## src/hdl/mct_pkg.sv

```systemverilog
// ----------------------------------------------------------------------------
// mct_pkg
// Shared types and codes of the MMC card state tracker: channel payloads,
// card state codes, event bit positions and the classified queue entry.
// ----------------------------------------------------------------------------
`default_nettype none

package mct_pkg;

    // Card state codes, as carried on the result channel
    typedef enum logic [3:0] {
        ST_IDLE  = 4'd0,
        ST_READY = 4'd1,
        ST_IDENT = 4'd2,
        ST_STBY  = 4'd3,
        ST_TRAN  = 4'd4,
        ST_DATA  = 4'd5,
        ST_RCV   = 4'd6,
        ST_PRG   = 4'd7,
        ST_DIS   = 4'd8,
        ST_BTST  = 4'd9,
        ST_IRQ   = 4'd10,
        ST_INA   = 4'd15
    } card_state_t;

    // Event bit positions
    localparam int EV_PWR   = 0;
    localparam int EV_OK    = 1;
    localparam int EV_FAIL  = 2;
    localparam int EV_NOIRQ = 3;
    localparam int EV_CIRQ  = 4;
    localparam int EV_DONE  = 5;
    localparam int EV_TEND  = 6;

    // Error code that sends an idle card to ina
    localparam logic [2:0] ERR_NONCOMPAT_VOLT = 3'd3;

    typedef struct packed {
        logic [6:0] new_events;
        logic [5:0] cmd_index;
        logic       gen_read;
        logic [2:0] err_code;
    } item_t;

    typedef struct packed {
        logic [3:0] card_state;
        logic [6:0] events_left;
        logic       state_changed;
    } result_t;

    // Command decoded into the classes the state tables look at
    typedef struct packed {
        logic        c0;        // go idle
        logic        c1;        // send op cond
        logic        c2;        // all send cid
        logic        c3;        // set relative address
        logic        c7;        // select / deselect
        logic        c12;       // stop transmission
        logic        c14;       // bus test read
        logic        c15;       // go inactive
        logic        c40;       // go irq
        logic        c24_25;    // write block / multiple
        logic        pass;      // status or app command
        logic        tran_hit;  // command moves a tran card
        card_state_t tran_tgt;  // where it goes
    } cmd_class_t;

    typedef struct packed {
        logic [6:0] events;
        cmd_class_t cls;
        logic       err_ina;
    } entry_t;

endpackage

`default_nettype wire

```

## src/hdl/mct_front.sv

```systemverilog
// ----------------------------------------------------------------------------
// mct_front
// Input side: takes event items, decodes the command index into command
// classes and hands the classified entry to the queue.
// ----------------------------------------------------------------------------
`default_nettype none

module mct_front (
    input  wire mct_pkg::item_t  item,
    input  wire logic            item_valid,
    output logic                 item_stall,
    input  wire logic            q_full,
    output logic                 q_push,
    output mct_pkg::entry_t      q_entry
);
    import mct_pkg::*;

    cmd_class_t cls;
    logic [5:0] c;
    logic       rd;

    assign c  = item.cmd_index;
    assign rd = item.gen_read;

    always_comb
    begin
        cls          = '0;
        cls.tran_tgt = ST_TRAN;
        cls.c0       = (c == 6'd0);
        cls.c1       = (c == 6'd1);
        cls.c2       = (c == 6'd2);
        cls.c3       = (c == 6'd3);
        cls.c7       = (c == 6'd7);
        cls.c12      = (c == 6'd12);
        cls.c14      = (c == 6'd14);
        cls.c15      = (c == 6'd15);
        cls.c40      = (c == 6'd40);
        cls.c24_25   = (c == 6'd24) || (c == 6'd25);
        cls.pass     = (c == 6'd13) || (c == 6'd55);
        // Transfer-state table; command numbers are disjoint so at most one hits
        unique case (c)
            6'd7:
            begin
                cls.tran_hit = 1'b1;
                cls.tran_tgt = ST_STBY;
            end
            6'd19:
            begin
                cls.tran_hit = 1'b1;
                cls.tran_tgt = ST_BTST;
            end
            6'd6, 6'd28, 6'd29, 6'd38:
            begin
                cls.tran_hit = 1'b1;
                cls.tran_tgt = ST_PRG;
            end
            6'd8, 6'd11, 6'd17, 6'd18, 6'd30:
            begin
                cls.tran_hit = 1'b1;
                cls.tran_tgt = ST_DATA;
            end
            6'd20, 6'd24, 6'd25, 6'd26, 6'd27, 6'd42:
            begin
                cls.tran_hit = 1'b1;
                cls.tran_tgt = ST_RCV;
            end
            6'd56:
            begin
                cls.tran_hit = 1'b1;
                cls.tran_tgt = rd ? ST_DATA : ST_RCV;
            end
            default:
            begin
                cls.tran_hit = 1'b0;
            end
        endcase
    end

    assign item_stall      = q_full;
    assign q_push          = item_valid && !q_full;
    assign q_entry.events  = item.new_events;
    assign q_entry.cls     = cls;
    assign q_entry.err_ina = (item.err_code == ERR_NONCOMPAT_VOLT);

endmodule

`default_nettype wire

```

## src/hdl/mct_queue.sv

```systemverilog
// ----------------------------------------------------------------------------
// mct_queue
// Short FIFO of classified entries between the front and the back.
// ----------------------------------------------------------------------------
`default_nettype none

module mct_queue #(
    parameter int DEPTH = 4
) (
    input  wire logic            clk,
    input  wire logic            rst_n,
    input  wire logic            push,
    input  wire mct_pkg::entry_t wr_entry,
    input  wire logic            pop,
    output mct_pkg::entry_t      rd_entry,
    output logic                 full,
    output logic                 empty
);
    import mct_pkg::*;

    localparam int PTR_W = (DEPTH > 1) ? $clog2(DEPTH) : 1;
    localparam int CNT_W = $clog2(DEPTH + 1);

    entry_t             mem [DEPTH];
    logic [PTR_W-1:0]   wr_ptr_reg;
    logic [PTR_W-1:0]   wr_ptr_next;
    logic [PTR_W-1:0]   rd_ptr_reg;
    logic [PTR_W-1:0]   rd_ptr_next;
    logic [CNT_W-1:0]   count_reg;
    logic [CNT_W-1:0]   count_next;

    assign full     = (count_reg == CNT_W'(DEPTH));
    assign empty    = (count_reg == '0);
    assign rd_entry = mem[rd_ptr_reg];

    always_comb
    begin
        wr_ptr_next = wr_ptr_reg;
        rd_ptr_next = rd_ptr_reg;
        count_next  = count_reg;
        if (push)
        begin
            wr_ptr_next = (wr_ptr_reg == PTR_W'(DEPTH - 1)) ? '0 : wr_ptr_reg + 1'b1;
        end
        if (pop)
        begin
            rd_ptr_next = (rd_ptr_reg == PTR_W'(DEPTH - 1)) ? '0 : rd_ptr_reg + 1'b1;
        end
        if (push && !pop)
        begin
            count_next = count_reg + 1'b1;
        end
        else if (pop && !push)
        begin
            count_next = count_reg - 1'b1;
        end
    end

    always_ff @(posedge clk)
    begin
        if (push)
        begin
            mem[wr_ptr_reg] <= wr_entry;
        end
    end

    always_ff @(posedge clk or negedge rst_n)
    begin
        if (!rst_n)
        begin
            wr_ptr_reg <= '0;
            rd_ptr_reg <= '0;
            count_reg  <= '0;
        end
        else
        begin
            wr_ptr_reg <= wr_ptr_next;
            rd_ptr_reg <= rd_ptr_next;
            count_reg  <= count_next;
        end
    end

endmodule

`default_nettype wire

```

## src/hdl/mct_back.sv

```systemverilog
// ----------------------------------------------------------------------------
// mct_back
// Execution side: holds card state and pending events, applies one rule per
// entry and registers the result for the output channel.
// ----------------------------------------------------------------------------
`default_nettype none

module mct_back (
    input  wire logic            clk,
    input  wire logic            rst_n,
    input  wire mct_pkg::entry_t q_entry,
    input  wire logic            q_empty,
    output logic                 q_pop,
    output mct_pkg::result_t     result,
    output logic                 result_valid,
    input  wire logic            result_stall
);
    import mct_pkg::*;

    card_state_t  state_reg;
    card_state_t  state_next;
    logic [6:0]   pend_reg;
    logic [6:0]   pend_next;
    logic         entered;
    logic         out_valid_reg;
    result_t      out_reg;
    cmd_class_t   k;
    logic         ok;
    logic         at_stby;

    // Advance whenever the output register is free or being taken
    assign q_pop   = !q_empty && (!out_valid_reg || !result_stall);
    assign k       = q_entry.cls;
    assign at_stby = (state_reg >= ST_STBY);

    always_comb
    begin
        pend_next  = pend_reg | q_entry.events;
        ok         = pend_next[EV_OK];
        state_next = state_reg;
        entered    = 1'b0;
        if (pend_next[EV_PWR])
        begin
            state_next         = ST_IDLE;
            entered            = 1'b1;
            pend_next[EV_PWR]  = 1'b0;
        end
        else if (ok && k.c15 && at_stby)
        begin
            state_next        = ST_INA;
            entered           = 1'b1;
            pend_next[EV_OK]  = 1'b0;
        end
        else if (ok && k.c0 && state_reg != ST_INA)
        begin
            state_next        = ST_IDLE;
            entered           = 1'b1;
            pend_next[EV_OK]  = 1'b0;
        end
        else if (ok && at_stby && k.pass)
        begin
            pend_next[EV_OK] = 1'b0;
        end
        else
        begin
            unique case (state_reg)
                ST_IDLE:
                begin
                    if (ok)
                    begin
                        if (k.c1)
                        begin
                            state_next = ST_READY;
                            entered    = 1'b1;
                        end
                        pend_next[EV_OK] = 1'b0;
                    end
                    if (pend_next[EV_FAIL])
                    begin
                        if (q_entry.err_ina)
                        begin
                            state_next = ST_INA;
                            entered    = 1'b1;
                        end
                        pend_next[EV_FAIL] = 1'b0;
                    end
                end
                ST_READY:
                begin
                    if (ok)
                    begin
                        if (k.c2)
                        begin
                            state_next = ST_IDENT;
                            entered    = 1'b1;
                        end
                        pend_next[EV_OK] = 1'b0;
                    end
                    pend_next[EV_FAIL] = 1'b0;
                end
                ST_IDENT:
                begin
                    if (ok)
                    begin
                        if (k.c3)
                        begin
                            state_next = ST_STBY;
                            entered    = 1'b1;
                        end
                        pend_next[EV_OK] = 1'b0;
                    end
                end
                ST_IRQ:
                begin
                    if (pend_next[EV_NOIRQ] || pend_next[EV_CIRQ])
                    begin
                        state_next = ST_STBY;
                        entered    = 1'b1;
                    end
                    pend_next[EV_NOIRQ] = 1'b0;
                    pend_next[EV_CIRQ]  = 1'b0;
                end
                ST_STBY:
                begin
                    if (ok)
                    begin
                        if (k.c7)
                        begin
                            state_next = ST_TRAN;
                            entered    = 1'b1;
                        end
                        if (k.c40)
                        begin
                            state_next = ST_IRQ;
                            entered    = 1'b1;
                        end
                        pend_next[EV_OK] = 1'b0;
                    end
                end
                ST_TRAN:
                begin
                    if (ok)
                    begin
                        if (k.tran_hit)
                        begin
                            state_next = k.tran_tgt;
                            entered    = 1'b1;
                        end
                        pend_next[EV_OK] = 1'b0;
                    end
                end
                ST_DATA:
                begin
                    if (ok)
                    begin
                        if (k.c7)
                        begin
                            state_next = ST_STBY;
                            entered    = 1'b1;
                        end
                        if (k.c12)
                        begin
                            state_next = ST_TRAN;
                            entered    = 1'b1;
                        end
                        pend_next[EV_OK] = 1'b0;
                    end
                    if (pend_next[EV_DONE])
                    begin
                        state_next         = ST_TRAN;
                        entered            = 1'b1;
                        pend_next[EV_DONE] = 1'b0;
                    end
                end
                ST_RCV:
                begin
                    if (ok)
                    begin
                        if (k.c12)
                        begin
                            state_next = ST_PRG;
                            entered    = 1'b1;
                        end
                        pend_next[EV_OK] = 1'b0;
                    end
                    if (pend_next[EV_TEND])
                    begin
                        state_next         = ST_PRG;
                        entered            = 1'b1;
                        pend_next[EV_TEND] = 1'b0;
                    end
                end
                ST_PRG:
                begin
                    if (ok)
                    begin
                        if (k.c7)
                        begin
                            state_next = ST_DIS;
                            entered    = 1'b1;
                        end
                        if (k.c24_25)
                        begin
                            state_next = ST_RCV;
                            entered    = 1'b1;
                        end
                        pend_next[EV_OK] = 1'b0;
                    end
                    if (pend_next[EV_DONE])
                    begin
                        state_next         = ST_TRAN;
                        entered            = 1'b1;
                        pend_next[EV_DONE] = 1'b0;
                    end
                end
                ST_DIS:
                begin
                    if (ok)
                    begin
                        if (k.c7)
                        begin
                            state_next = ST_PRG;
                            entered    = 1'b1;
                        end
                        pend_next[EV_OK] = 1'b0;
                    end
                    if (pend_next[EV_DONE])
                    begin
                        state_next         = ST_STBY;
                        entered            = 1'b1;
                        pend_next[EV_DONE] = 1'b0;
                    end
                end
                ST_BTST:
                begin
                    if (ok)
                    begin
                        if (k.c14)
                        begin
                            state_next = ST_TRAN;
                            entered    = 1'b1;
                        end
                        pend_next[EV_OK] = 1'b0;
                    end
                end
                default:
                begin
                    // ina: only the global rules apply
                end
            endcase
        end
    end

    always_ff @(posedge clk or negedge rst_n)
    begin
        if (!rst_n)
        begin
            state_reg     <= ST_IDLE;
            pend_reg      <= '0;
            out_valid_reg <= 1'b0;
        end
        else
        begin
            if (q_pop)
            begin
                state_reg     <= state_next;
                pend_reg      <= pend_next;
                out_valid_reg <= 1'b1;
            end
            else if (!result_stall)
            begin
                out_valid_reg <= 1'b0;
            end
        end
    end

    always_ff @(posedge clk)
    begin
        if (q_pop)
        begin
            out_reg.card_state    <= state_next;
            out_reg.events_left   <= pend_next;
            out_reg.state_changed <= entered;
        end
    end

    assign result       = out_reg;
    assign result_valid = out_valid_reg;

    a_no_pwr_left: assert property (@(posedge clk) disable iff (!rst_n)
        !pend_reg[EV_PWR])
        else $error("power_on left pending");

    a_state_reachable: assert property (@(posedge clk) disable iff (!rst_n)
        !(state_reg == 4'd11 || state_reg == 4'd12 ||
          state_reg == 4'd13 || state_reg == 4'd14))
        else $error("card state outside the reachable set");

    a_hold_unchanged: assert property (@(posedge clk) disable iff (!rst_n)
        (q_pop && !entered) |=> (out_reg.card_state == $past(state_reg)))
        else $error("state moved without an entry");

    a_result_tracks_state: assert property (@(posedge clk) disable iff (!rst_n)
        q_pop |=> (out_reg.card_state == state_reg && out_reg.events_left == pend_reg))
        else $error("result register out of step with state");

endmodule

`default_nettype wire

```

## src/hdl/mmc_card_state_tracker.sv

```systemverilog
// ----------------------------------------------------------------------------
// mmc_card_state_tracker
// Follows the state of an MMC card from raised event bits and the command
// just issued; reports state, leftover pending events and state entry.
//
// Usage:
//   item / item_valid / item_stall carry one event item per transfer; it is
//   taken on a rising edge with item_valid high and item_stall low.
//   result / result_valid / result_stall carry one result per item, in order.
//   An accepted item is written into the classifier queue; the rule stage
//   then moves it into the output register that drives result_valid.
//   Throughput is one item per cycle while result_stall is low; the rule
//   stage updates the card state and pending mask once per entry.
//   While result_stall is high the result holds; the queue keeps taking
//   items until its QUEUE_DEPTH entries are used, then item_stall rises.
//   Reset puts the card in idle with nothing pending and empties the queue.
// ----------------------------------------------------------------------------
`default_nettype none

module mmc_card_state_tracker #(
    parameter int QUEUE_DEPTH = 4
) (
    input  wire logic             clk,
    input  wire logic             rst_n,
    input  wire mct_pkg::item_t   item,
    input  wire logic             item_valid,
    output logic                  item_stall,
    output mct_pkg::result_t      result,
    output logic                  result_valid,
    input  wire logic             result_stall
);
    import mct_pkg::*;

    entry_t push_entry;
    entry_t pop_entry;
    logic   q_push;
    logic   q_pop;
    logic   q_full;
    logic   q_empty;

    mct_front u_front (
        .item       (item),
        .item_valid (item_valid),
        .item_stall (item_stall),
        .q_full     (q_full),
        .q_push     (q_push),
        .q_entry    (push_entry)
    );

    mct_queue #(
        .DEPTH (QUEUE_DEPTH)
    ) u_queue (
        .clk      (clk),
        .rst_n    (rst_n),
        .push     (q_push),
        .wr_entry (push_entry),
        .pop      (q_pop),
        .rd_entry (pop_entry),
        .full     (q_full),
        .empty    (q_empty)
    );

    mct_back u_back (
        .clk          (clk),
        .rst_n        (rst_n),
        .q_entry      (pop_entry),
        .q_empty      (q_empty),
        .q_pop        (q_pop),
        .result       (result),
        .result_valid (result_valid),
        .result_stall (result_stall)
    );

endmodule

`default_nettype wire

```

## config.mk

```make
export PLATFORM = sky130hd
export DESIGN_NAME = mmc_card_state_tracker
export DESIGN_NICKNAME = d
export VERILOG_FILES = /design/src/hdl/mct_pkg.sv /design/src/hdl/mct_front.sv /design/src/hdl/mct_queue.sv /design/src/hdl/mct_back.sv /design/src/hdl/mmc_card_state_tracker.sv
export SDC_FILE = /design/constraint.sdc
export NUM_CORES = 1
export LEC_CHECK = 0
export ABC_CLOCK_PERIOD_IN_PS = 6010
export BUFFER_PORTS_ARGS = -buffer_cell sky130_fd_sc_hd__buf_4
export CORE_MARGIN = 2
export CORE_UTILIZATION = 55
export CTS_BUF_LIST = sky130_fd_sc_hd__clkbuf_8
export CTS_CLUSTER_SIZE = 10
export DETAILED_ROUTE_END_ITERATION = 7
export PLACE_DENSITY = 0.73
export SLEW_MARGIN = 20
export SYNTH_ARGS = -nofsm -noshare
export SYNTH_HDL_FRONTEND = slang
export SYNTH_SLANG_ARGS = --single-unit
```

## constraint.sdc

```tcl
create_clock -name clk -period 6.01 [get_ports clk]
set_clock_uncertainty 0.2 [all_clocks]
set_input_delay 0.601 -clock clk [delete_from_list [all_inputs] [get_ports clk]]
set_output_delay 0.601 -clock clk [all_outputs]
set_load 0.01 [all_outputs]
```

# After elaboration in Yosys (flattened, before gate mapping)
# Memory sizes are Yosys's and may differ from the RTL's.
# Cells that the tools add are included.
[totals]
input_bits = 21
wordCells = 178
mem_bits_rw = 96
n_memories = 1
reg_bits = 29
out_inout_bits = 14
[memory_table]
columns = ["memory", "words", "width", "read_ports", "rd_clocked_by_memory_dff", "wr", "line", "source"]
rows = [
  ["u_queue.mem", 4, 24, 1, 0, 1, "mct_queue.sv:24", "entry_t mem [DEPTH];"],
]
[classes]
n_reduce_logical = 32
eq_ne = 43
n_mux = 87
n_bitwise = 1
magnitude_cmp = 1
add_sub_neg = 4
[op_table]
columns = ["op", "n"]
rows = [
  ["4-bit two-way mux", 34],
  ["6-bit by 5-bit equality test with 1-bit output (second input constant)", 11],
  ["4-bit one-hot mux with 11 select lines", 1],
  ["1-bit two-way mux", 40],
  ["6-bit by 4-bit equality test with 1-bit output (second input constant)", 6],
  ["6-bit equality test (second input constant)", 5],
  ["4-bit one-hot mux with 6 select lines", 1],
  ["18-bit OR reduction", 1],
  ["4-bit by 3-bit equality test with 1-bit output (second input constant)", 4],
  ["5-bit two-way mux", 3],
  ["4-bit equality test (second input constant)", 3],
  ["6-bit by 2-bit equality test with 1-bit output (second input constant)", 2],
  ["6-bit by 3-bit equality test with 1-bit output (second input constant)", 2],
  ["1-bit one-hot mux with 11 select lines", 1],
  ["1-bit logical AND", 10],
  ["10-bit OR reduction", 1],
  ["4-bit by 2-bit equality test with 1-bit output (second input constant)", 2],
  ["2-bit two-way mux", 4],
  ["7-bit OR", 1],
  ["6-bit by 1-bit equality test with 1-bit output (second input constant)", 1],
  ["1-bit logical NOT", 6],
  ["6-bit logical NOT", 1],
  ["3-bit two-way mux", 2],
  ["6-bit two-way mux", 1],
  ["other kinds (19)", 25],
]

# Logic depth before layout (Yosys ltp)
# Gate-level depths: netlist of run 1.
# An unclocked memory read counts as a cell.
[depth]
depth_word = 10
mapped_depth = 9

# Hierarchy
# Synthesis of run 1 repeated with hierarchy kept, for this count alone.
[unflattened]
cells_unflattened = 444
area_unflattened_um2 = 6169.7
[by_module_without_submodules]
columns = ["module", "cells_per_inst", "area_each_um2", "n_inst"]
rows = [
  ["mct_queue", 163, 3923.8, 1],
  ["mct_back", 199, 1721.7, 1],
  ["mct_front", 82, 524.3, 1],
]

# Worst setup path before layout of run 1
# Ideal clock, no wire load.
[synth_path]
path_type = "register -> register"
start = "register u_queue.rd_ptr_reg[0]"
end = "register u_back.out_reg (netlist bit u_back.result[0]), data pin"
period_less_slack_ns = 2.506
slack_ns = 3.504
path_stages_with_launch = 9
arrival_time_ns = 2.033
required_ns = 5.536
cell_sequence = "dfrtp_1 buf_6 buf_12 mux4_2 o21a_1 a311oi_2 a21boi_1 a311oi_1 o211ai_1"
[synth_between]
elab_chain_len = 7
elab_cells_between_ends = 39
[synth_rtl]
columns = ["item", "line", "source"]
rows = [
  ["start, declared", "mct_queue.sv:27", "logic [PTR_W-1:0] rd_ptr_reg;"],
  ["start signal, assigned", "mct_queue.sv:78", "rd_ptr_reg <= rd_ptr_next;"],
  ["memory 4 x 24 bit (*)", "n/a", ""],
  ["1-bit two-way mux, or another cell as far along", "n/a", ""],
  ["1-bit two-way mux (on tied branches)", "mct_back.sv:202, mct_back.sv:69, mct_back.sv:161", ""],
  ["1-bit two-way mux (on tied branches)", "mct_back.sv:195, mct_back.sv:80, mct_back.sv:154", ""],
  ["1-bit two-way mux (on tied branches)", "mct_back.sv:209, mct_back.sv:78, mct_back.sv:168", ""],
  ["1-bit one-hot mux with 11 select lines", "mct_back.sv:66", "unique case (state_reg)"],
  ["1-bit two-way mux", "mct_back.sv:60", "else if (ok && at_stby && k.pass)"],
  ["end, declared", "mct_back.sv:26", "result_t out_reg;"],
]
# Every way passes the cells marked *; elsewhere a longest branch is shown, timed or not.
# A chain may end at the register's enable or synchronous reset.

# Worst setup path after layout of run 1
[layout_path]
start = "register u_queue.rd_ptr_reg[0]"
end = "register u_back.out_reg (netlist bit u_back.result[8]), data pin"
[layout_between]
elab_chain_len = 10
elab_cells_between_ends = 44
[layout_rtl]
columns = ["item", "line", "source"]
rows = [
  ["memory 4 x 24 bit (*)", "n/a", ""],
  ["4-bit two-way mux, or another cell as far along", "mct_back.sv:197", "if (k.c7)"],
  ["4-bit two-way mux (on tied branches)", "mct_back.sv:202, mct_back.sv:69, mct_back.sv:161", ""],
  ["4-bit two-way mux (on tied branches)", "mct_back.sv:195, mct_back.sv:80, mct_back.sv:154", ""],
  ["4-bit two-way mux (on tied branches)", "mct_back.sv:209, mct_back.sv:78, mct_back.sv:168", ""],
  ["4-bit one-hot mux with 11 select lines", "mct_back.sv:66", ""],
  ["4-bit two-way mux", "mct_back.sv:60", ""],
  ["4-bit two-way mux", "mct_back.sv:54", "else if (ok && k.c0 && state_reg != ST_INA)"],
  ["4-bit two-way mux", "mct_back.sv:48", "else if (ok && k.c15 && at_stby)"],
  ["4-bit two-way mux (*)", "mct_back.sv:42", "if (pend_next[EV_PWR])"],
  ["named net u_back.state_next[0]", "mct_back.sv:21", "card_state_t state_next;"],
]
# Mark *: on every way through the listed nets, which the timed path passes. The rest lies on a longest branch.

==> impl_metrics.yaml, run 1 <==
layout:
  drive_gt1_share_pct: 21.7
  fin_util_pct: 62.5
  layout_commonest_cell: "edfxtp_1"
  fin_nets: 494
  final_cell_mix: "edfxtp_1, buf_4, nor2_1"
  n_fill_cell: 822
  antenna_cells: 0
  largest_register_ff_count: 96
  instances_no_fill: 619
  synthToLayoutAreaGrowth_pct: 12.2
critical_path:
  worst-setup-path-type: "register to register"
  cp_max_fo: 30
  reg2reg_from: "u_queue.rd_ptr_reg[0]"
  arrival_ps: 3140
  slowest_delay_ps: 470
  startpoint_type: "register"
  startpoint: "u_queue.rd_ptr_reg[0]"
  reg2reg_to: "u_back.result[8]"
  r2r_setup_slack_ps: 2840
  cp_data_required_time_ps: 5980
  endpoint_kind: "register"
  crit_chain: "buf_4, mux2_2, o22a_1, a22o_1, a211o_1, a2111oi_4, a22oi_1"
  reg2reg_depth: 7
  crit_family: "compound AO/OA/AOI/OAI gates"
  slowest_stage: "buf_4"
  critPathBufInv: 1
logic_synthesis:
  yosys.area.top_type_share_pct: 53.7
  yosys_warnings: 0
  syn-num-nets: 464
  ys_seq_area_share_pct: 61.2
  synth_edf_count: 107
  async_flop_share_pct: 14.4
  synth.largest_area_cell: "edfxtp_1"
  synth_seq_cells: 125
  syn_area_um2: 5980
  postSynthAreaPerCell_um2: 13.7
  synth_cell_types: 74
  synthCells: 436
  synth_ff_type: "edfxtp_1"
  synthTopCellsByArea: "edfxtp_1, dfrtp_1, mux4_2"
route:
  highest-signal-layer: "met4"
  met3_length_um: 662
  via_per_inst: 6.05
  ant_nets: 0
  drc: 0
  drt-pass1-iter-count: 5
  met2WireLength_um: 6010
  routedWlPerCell_um: 19.8
  m1WireLength_um: 5280
  vias: 3743
  first_iter_violations: 231
  wl_um: 12200
global_route:
  grt_antenna_before_repair: 0
  grt-ovfl-total: 0
  grt_max_degree: 31
  grt_pass1_wl_um: 19600
  first_global_vias: 3667
  grt.total_usage_pct: 23.1
floorplan:
  start_util_pct: 55.7
  die_width_um: 108
  dieArea_um2: 11700
  core_um2: 10700
  fp-row-count: 38
  io_pins: 35
  die_h_um: 108
placed_design:
  io_buffer_count: 33
  placedCellCount: 586
  dp_slack_ps: 2850
  gp_routability_congestion: 0.892
  dp_hpwl_um: 7890
sta:
  max_freq_mhz: 316
  post-route-period-util_pct: 52.7
  finalSetupViolations: 0
  grt_setup_unrepaired: "no"
  hold_viol: 0
  setup_slack_ps: 2840
  worst_pin_slew_ps: 862
  min_period_ps: 3170
  drv_slew: 0
  slew_headroom_pct: 42.0
  timing.setup.tns_ps: 0
power:
  peakVddDrop_uv: 262
  p_total_mw: 3.49
  power_density_nw_per_um2: 519
  leakagePower_nw: 2.30
cts:
  post_cts_resized: 0
  cts-htree-levels: 4
  cts.sinks: 125
  cts-root-buf: "clkbuf_8"
  cts_tree: "built"
  path_clk_slew_ps: 70
  cts_made_buffers: 17
  clockBufferDepth: 2
  clk_latency_ps: 440
min_path:
  worstHoldStart: "item[15]"
  min_path_cells: 1
  hp-class: "input pin to register"
  hold_end: "u_queue.mem[3][22]"
flow_run:
  cap_viol_max_count: 0
run_status:
  status: "complete, no violations"
-- layer usage --
metal | track usage [%] | up-vias
li1 | - | 1748
met1 | 29.6 | 1850
met2 | 37.3 | 126
met3 | 6.09 | 19
met4 | 10.1 | 0
met5 | 0 | -
-- per-stage QoR --
step                instance area [µm²]  hold WS [ps]
finish                             6710           154
CTS                                6710           117
global placement                   6260           274
global route                       6710           130
detailed placement                 6260           282
floorplan                          5980           105
-- timing repair --
| action | in CTS | in global routing |
|---|---|---|
| setup buffers | 0 | 0 |
| hold endpoints to repair | 18 | 0 |
| hold buffers | 1 | 0 |
-- logic make-up (layout without fill, tap and decap cells) --
family,after synthesis,after routing,synth area share (%)
adders and majority gates,8,8,1.76
AOI/OAI and AO/OA,89,89,10.6
xor gates and xnor gates,4,4,0.586
other,1,1,0.0627
buffers and inverters,39,82,3.74
and+or+nand+nor,142,142,12.6
muxes,28,28,9.39
DFF,125,125,61.2
-- worst register-to-register path, stage by stage (launching register included) --
cell	delay, ps
dfrtp_1	320
buf_4	470
mux2_2	460
o22a_1	430
a22o_1	300
a211o_1	350
a2111oi_4	240
a22oi_1	140
-- area by class of cell --
cell class | instances | area (µm²) | area share (%)
flip-flops and latches | 125 | 3660 | 54.6
multi-input cells | 272 | 2090 | 31.2
clock buffers | 17 | 234 | 3.48
repair buffers | 40 | 303 | 4.51
clock inverters | 15 | 206 | 3.07
inverters | 10 | 37.5 | 0.559
well taps | 140 | 175 | 2.61
-- report_power, final --
group / total [mW] / switching, mW / internal (mW)
registers: 1.35 / 0.142 / 1.21
clock network: 0.801 / 0.343 / 0.459
logic: 1.33 / 0.792 / 0.542
total: 3.49 / 1.28 / 2.21
-- worst max path at each step --
stage,endpoint,slack [ps],cells past startpoint
floorplan,u_back.result[0],3500,8
global placement,u_back.result[8],2860,7
detailed placement,u_back.result[8],2850,7
CTS,u_back.result[8],2830,7
global route,u_back.result[0],2650,7
finish,u_back.result[8],2840,7
-- cell usage after synthesis, types with 3 or more instances --
cell	instances
a22oi_1	3
o21ai_0	19
mux4_2	18
nand3b_1	4
nand2b_1	8
nand2_1	29
mux4_1	3
nor3_1	11
nand3_1	14
dfrtp_1	18
nor2_1	33
buf_6	5
mux2i_1	4
a21oi_1	15
xor2_1	3
o31ai_1	3
buf_2	4
inv_1	10
a211o_1	4
a31oi_1	13
nor2b_1	8
and2_1	5
clkbuf_1	13
buf_4	5
nor3b_1	6
ha_1	6
a21o_1	4
nand4_1	4
edfxtp_1	107
(Power assumes the default switching activity.)
==> inputs of run 2 (changes only) <==
ABC_CLOCK_PERIOD_IN_PS = 3100   (was 6010)
clock period = 3.1 ns   (was 6.01 ns; I/O delays follow)
==> run 2 against run 1 <==
  * Non-clock buffer count grew 20
  * Final cell count up 3.1%
  * Power up 94%
  * Fmax up 9.6%
  * Routed wire length rose by 5.5%
  * Largest cell class unchanged
  * Highest routed layer unchanged
==> impl_metrics.yaml, run 2 (same netlist as run 1, synthesis figures left out) <==
run_status:
  status: "complete, no violations"
global_route:
  grt_max_degree: 31
  grt-ovfl-total: 0
  grt.total_usage_pct: 23.8
  grt_antenna_before_repair: 0
  first_global_vias: 3829
  grt_pass1_wl_um: 20200
cts:
  cts_tree: "built"
  cts-root-buf: "clkbuf_8"
  cts-htree-levels: 4
  clockBufferDepth: 2
  clk_latency_ps: 430
  cts_made_buffers: 17
  cts_setup_buffers: 0
  path_clk_slew_ps: 70
  cts.sinks: 125
floorplan:
  die_width_um: 108
  die_h_um: 108
  core_um2: 10700
  start_util_pct: 55.7
  io_pins: 35
  dieArea_um2: 11700
  fp-row-count: 38
sta:
  drv_slew: 0
  slew_headroom_pct: 43.2
  min_period_ps: 2890
  timing.setup.tns_ps: 0
  post-route-period-util_pct: 93.2
  finalSetupViolations: 0
  worst_pin_slew_ps: 845
  grt_setup_unrepaired: "no"
  max_freq_mhz: 346
  hold_viol: 0
critical_path:
  startpoint_type: "register"
  crit_chain: "buf_12, buf_4, mux4_2, o21a_1, a311oi_2, a21boi_1, a311oi_1, o211ai_1"
  slowest_stage: "dfrtp_1"
  cp_max_fo: 13
  cp_data_required_time_ps: 3070
  endpoint_kind: "register"
  arrival_ps: 2860
  crit_family: "compound AO/OA/AOI/OAI gates"
  worst-setup-path-type: "register to register"
  critPathBufInv: 2
  slowest_delay_ps: 600
route:
  via_per_inst: 6.06
  wl_um: 12900
  first_iter_violations: 249
  drc: 0
  ant_nets: 0
  routedWlPerCell_um: 20.2
  drt-pass1-iter-count: 6
  vias: 3867
power:
  leakagePower_nw: 2.36
  power_density_nw_per_um2: 988
  p_total_mw: 6.77
  peakVddDrop_uv: 445
layout:
  fin_area_um2: 6850
  layout_commonest_cell: "edfxtp_1"
  drive_gt1_share_pct: 22.7
  antenna_cells: 0
  fin_nets: 514
  final_cell_mix: "edfxtp_1, buf_4, nor2_1"
  largest_register_ff_count: 96
  synthToLayoutAreaGrowth_pct: 14.5
  fin_util_pct: 63.8
placed_design:
  dpl_cell_area_um2: 6380
  dp_hpwl_um: 8760
  io_buffer_count: 33
  gp_routability_congestion: 0.911
min_path:
  hp-class: "input pin to register"
flow_run:
  cap_viol_max_count: 0
run 2: stage by stage:
stage                     hold WS, ps  cells  setup slack, ps
after global placement           1.46    598              300
after detailed placement        -2.48    598              261
after floorplan                  -186    436              594
final                            19.3    638              209
after CTS                        11.4    638              242
after global routing             20.5    638              106
run 2: layout make-up:
cell class	count	area [µm²]
clock inverter	14	148
timing repair buffer	60	498
sequential	125	3660
clock buffer	17	234
fill	831	3890
multi-input combinational	272	2090
inverter	10	37.5
tap	140	175
run 2: path summary, 6_finish.rpt:
kind | from | end | slack (ps) | cells past startpoint
worst max-delay path | u_queue.rd_ptr_reg[1] | u_back.result[0] | 210 | 8
worst min-delay path | item[2] | u_queue.mem[1][0] | 20 | 2
worst max register to register | u_queue.rd_ptr_reg[1] | u_back.result[0] | 210 | 8
worst min register to register | u_queue.count_reg[2] | u_queue.count_reg[2] | 290 | 1
max in group asynchronous | rst_n | u_back.state_reg[1] | 2410 | 2
min in group asynchronous | rst_n | u_queue.count_reg[2] | 80 | 2
run 2: power breakdown:
part           switching, mW  internal (mW)  total [mW]
Combinational           1.62           1.19        2.82
Sequential             0.253           2.35        2.60
Clock                  0.644          0.706        1.35
Total                   2.52           4.25        6.77
run 2: per-layer routing:
layer / part of all wire [%] / up-vias / global-route usage (%)
li1: - / 1793 / -
met1: 43 / 1898 / 29.9
met2: 49 / 138 / 39.3
met3: 5.1 / 38 / 6.45
met4: 2.9 / 0 / 9.71
met5: 0 / - / 0
run 2: timing repair:
item / CTS / global route
hold buffers: 9 / 0
resized for setup: 0 / 0
hold endpoints to repair: 47 / 0
==> inputs of run 3 (changes only) <==
PLACE_DENSITY = 0.75   (was 0.73)
==> run 3 against run 2 <==
  * Setup slack worse by 30 ps
  * Register-to-register slack worse by 30 ps
  * Design area hardly changed
  * Clock power is 4% higher
  * Via count is 0.78% higher
  * Combinational power is 1% lower
  * First-iteration DRC count is 33% higher
  * Largest cell class unchanged
  * Power is 0.73% higher
  * Fmax is 1.0% lower
==> impl_metrics.yaml, run 3 (same netlist as run 1, synthesis figures left out) <==
global_route:
  grt_antenna_before_repair: 0
  grt_max_degree: 25
  grt-ovfl-total: 0
  grt.total_usage_pct: 24.7
  grt_pass1_wl_um: 20800
  first_global_vias: 3796
route:
  drt-pass1-iter-count: 5
  routedWlPerCell_um: 20.5
  vias: 3897
  first_iter_violations: 331
  via_per_inst: 6.12
  wl_um: 13100
  ant_nets: 0
  drc: 0
sta:
  whs_ps: 46.8
  hold_viol: 0
  timing.setup.tns_ps: 0
  drv_slew: 0
  max_freq_mhz: 342
  worst_pin_slew_ps: 806
  finalSetupViolations: 0
  post-route-period-util_pct: 94.2
  min_period_ps: 2920
  grt_setup_unrepaired: "no"
  slew_headroom_pct: 45.7
layout:
  fin_nets: 514
  antenna_cells: 0
  synthToLayoutAreaGrowth_pct: 14.4
  drive_gt1_share_pct: 22.1
  largest_register_ff_count: 96
  fin_util_pct: 63.7
  final_cell_mix: "edfxtp_1, buf_4, nor2_1"
  instances_no_fill: 637
  layout_commonest_cell: "edfxtp_1"
power:
  seqPwrFrac_pct: 38.7
  p_total_mw: 6.82
  pwr-share-comb_pct: 40.8
  peakVddDrop_uv: 595
  p_clk_share_pct: 20.6
  p_int_mw: 4.29
  leakagePower_nw: 2.37
  swShare_pct: 37.0
  p_sw_mw: 2.52
  power_density_nw_per_um2: 996
critical_path:
  worst-setup-path-type: "register to register"
  reg2reg_from: "u_queue.rd_ptr_reg[1]"
  critPathBufInv: 1
  crit_chain: "buf_4, or2_1, o221ai_1, a21oi_1, a211o_1, a311oi_1, o211ai_1"
  startpoint_type: "register"
  crit_family: "compound AO/OA/AOI/OAI gates"
  reg2reg_to: "u_back.result[0]"
  endpoint_kind: "register"
  slowest_delay_ps: 570
  slowest_stage: "dfrtp_1"
  cp_max_fo: 13
  cp_data_required_time_ps: 3070
  r2r_setup_slack_ps: 180
  arrival_ps: 2890
  reg2reg_depth: 7
floorplan:
  core_um2: 10700
  io_pins: 35
  start_util_pct: 55.7
  die_h_um: 108
  dieArea_um2: 11700
  fp-row-count: 38
  die_width_um: 108
min_path:
  hp-class: "input pin to register"
  hold_end: "u_queue.mem[0][0]"
  min_path_cells: 3
  worstHoldStart: "item[0]"
cts:
  cts-htree-levels: 4
  path_clk_slew_ps: 70
  post_cts_resized: 0
  cts_setup_buffers: 0
  clk_latency_ps: 450
  cts_tree: "built"
  cts.sinks: 125
  cts-root-buf: "clkbuf_8"
  clockBufferDepth: 2
  cts_made_buffers: 17
placed_design:
  gp_routability_congestion: 0.923
  placedCellCount: 597
  io_buffer_count: 33
  dp_hpwl_um: 8810
run_status:
  status: "complete, no violations"
flow_run:
  cap_viol_max_count: 0
run 3: changes by cell type in the layout (fill, tap and decap cells not counted):
cell / before / now
clkinv_1: 1 / 2
clkinv_2: 0 / 2
buf_12: 2 / 1
clkinvlp_4: 6 / 3
clkinv_4: 3 / 1
dlygate4sd3_1: 9 / 10
bufinv_16: 2 / 3
run 3: repair_timing:
action,CTS,global route
hold buffers,10,0
endpoints found under the hold margin,51,0
endpoints found under the setup margin,0,0
run 3: worst min-delay path, stage by stage:
cell and delay, ps:
buf_4 110, nand2_1 40, nor2_1 60
run 3: power groups by stage:
stage	sequential (mW)	combinational [mW]	clock, mW
2_1_floorplan	2.54	2.06	0
3_3_place_gp	2.65	2.72	0
3_5_place_dp	2.67	2.74	0
4_1_cts	2.63	2.77	1.43
5_1_grt	2.68	3.03	1.51
6_report	2.64	2.78	1.40
run 3: routing by layer:
layer / global-route usage [%] / part of all wire (%)
met5: 0 / 0
met4: 9.80 / 2.1
met1: 32.3 / 42
met2: 39.2 / 49
met3: 7.53 / 7.2
run 3: cell type report:
| type | count | area, µm² |
|---|---|---|
| Inverter | 10 | 37.5 |
| Sequential cell | 125 | 3660 |
| Timing Repair Buffer | 60 | 488 |
| Clock inverter | 13 | 151 |
| Tap cell | 140 | 175 |
| Clock buffer | 17 | 234 |
| Multi-Input combinational cell | 272 | 2090 |
| Fill cell | 816 | 3900 |
run 3: how the worst max path moves through the flow:
stage	start	endpoint	slack, ps	cells past startpoint
after floorplan	u_queue.rd_ptr_reg[0]	u_back.result[0]	590	8
after global placement	u_queue.rd_ptr_reg[1]	u_back.result[0]	270	7
after detailed placement	u_queue.rd_ptr_reg[1]	u_back.result[0]	270	7
after CTS	u_queue.rd_ptr_reg[1]	u_back.result[8]	240	7
after global routing	u_queue.rd_ptr_reg[1]	u_back.result[0]	90	7
final	u_queue.rd_ptr_reg[1]	u_back.result[0]	180	7
run 3: through the flow:
stage / cell area (µm²) / setup WS [ps]
finish: 6840 / 180
global route: 6840 / 86.1
CTS: 6840 / 241
detailed placement: 6360 / 273
global placement: 6360 / 268
floorplan: 5980 / 594
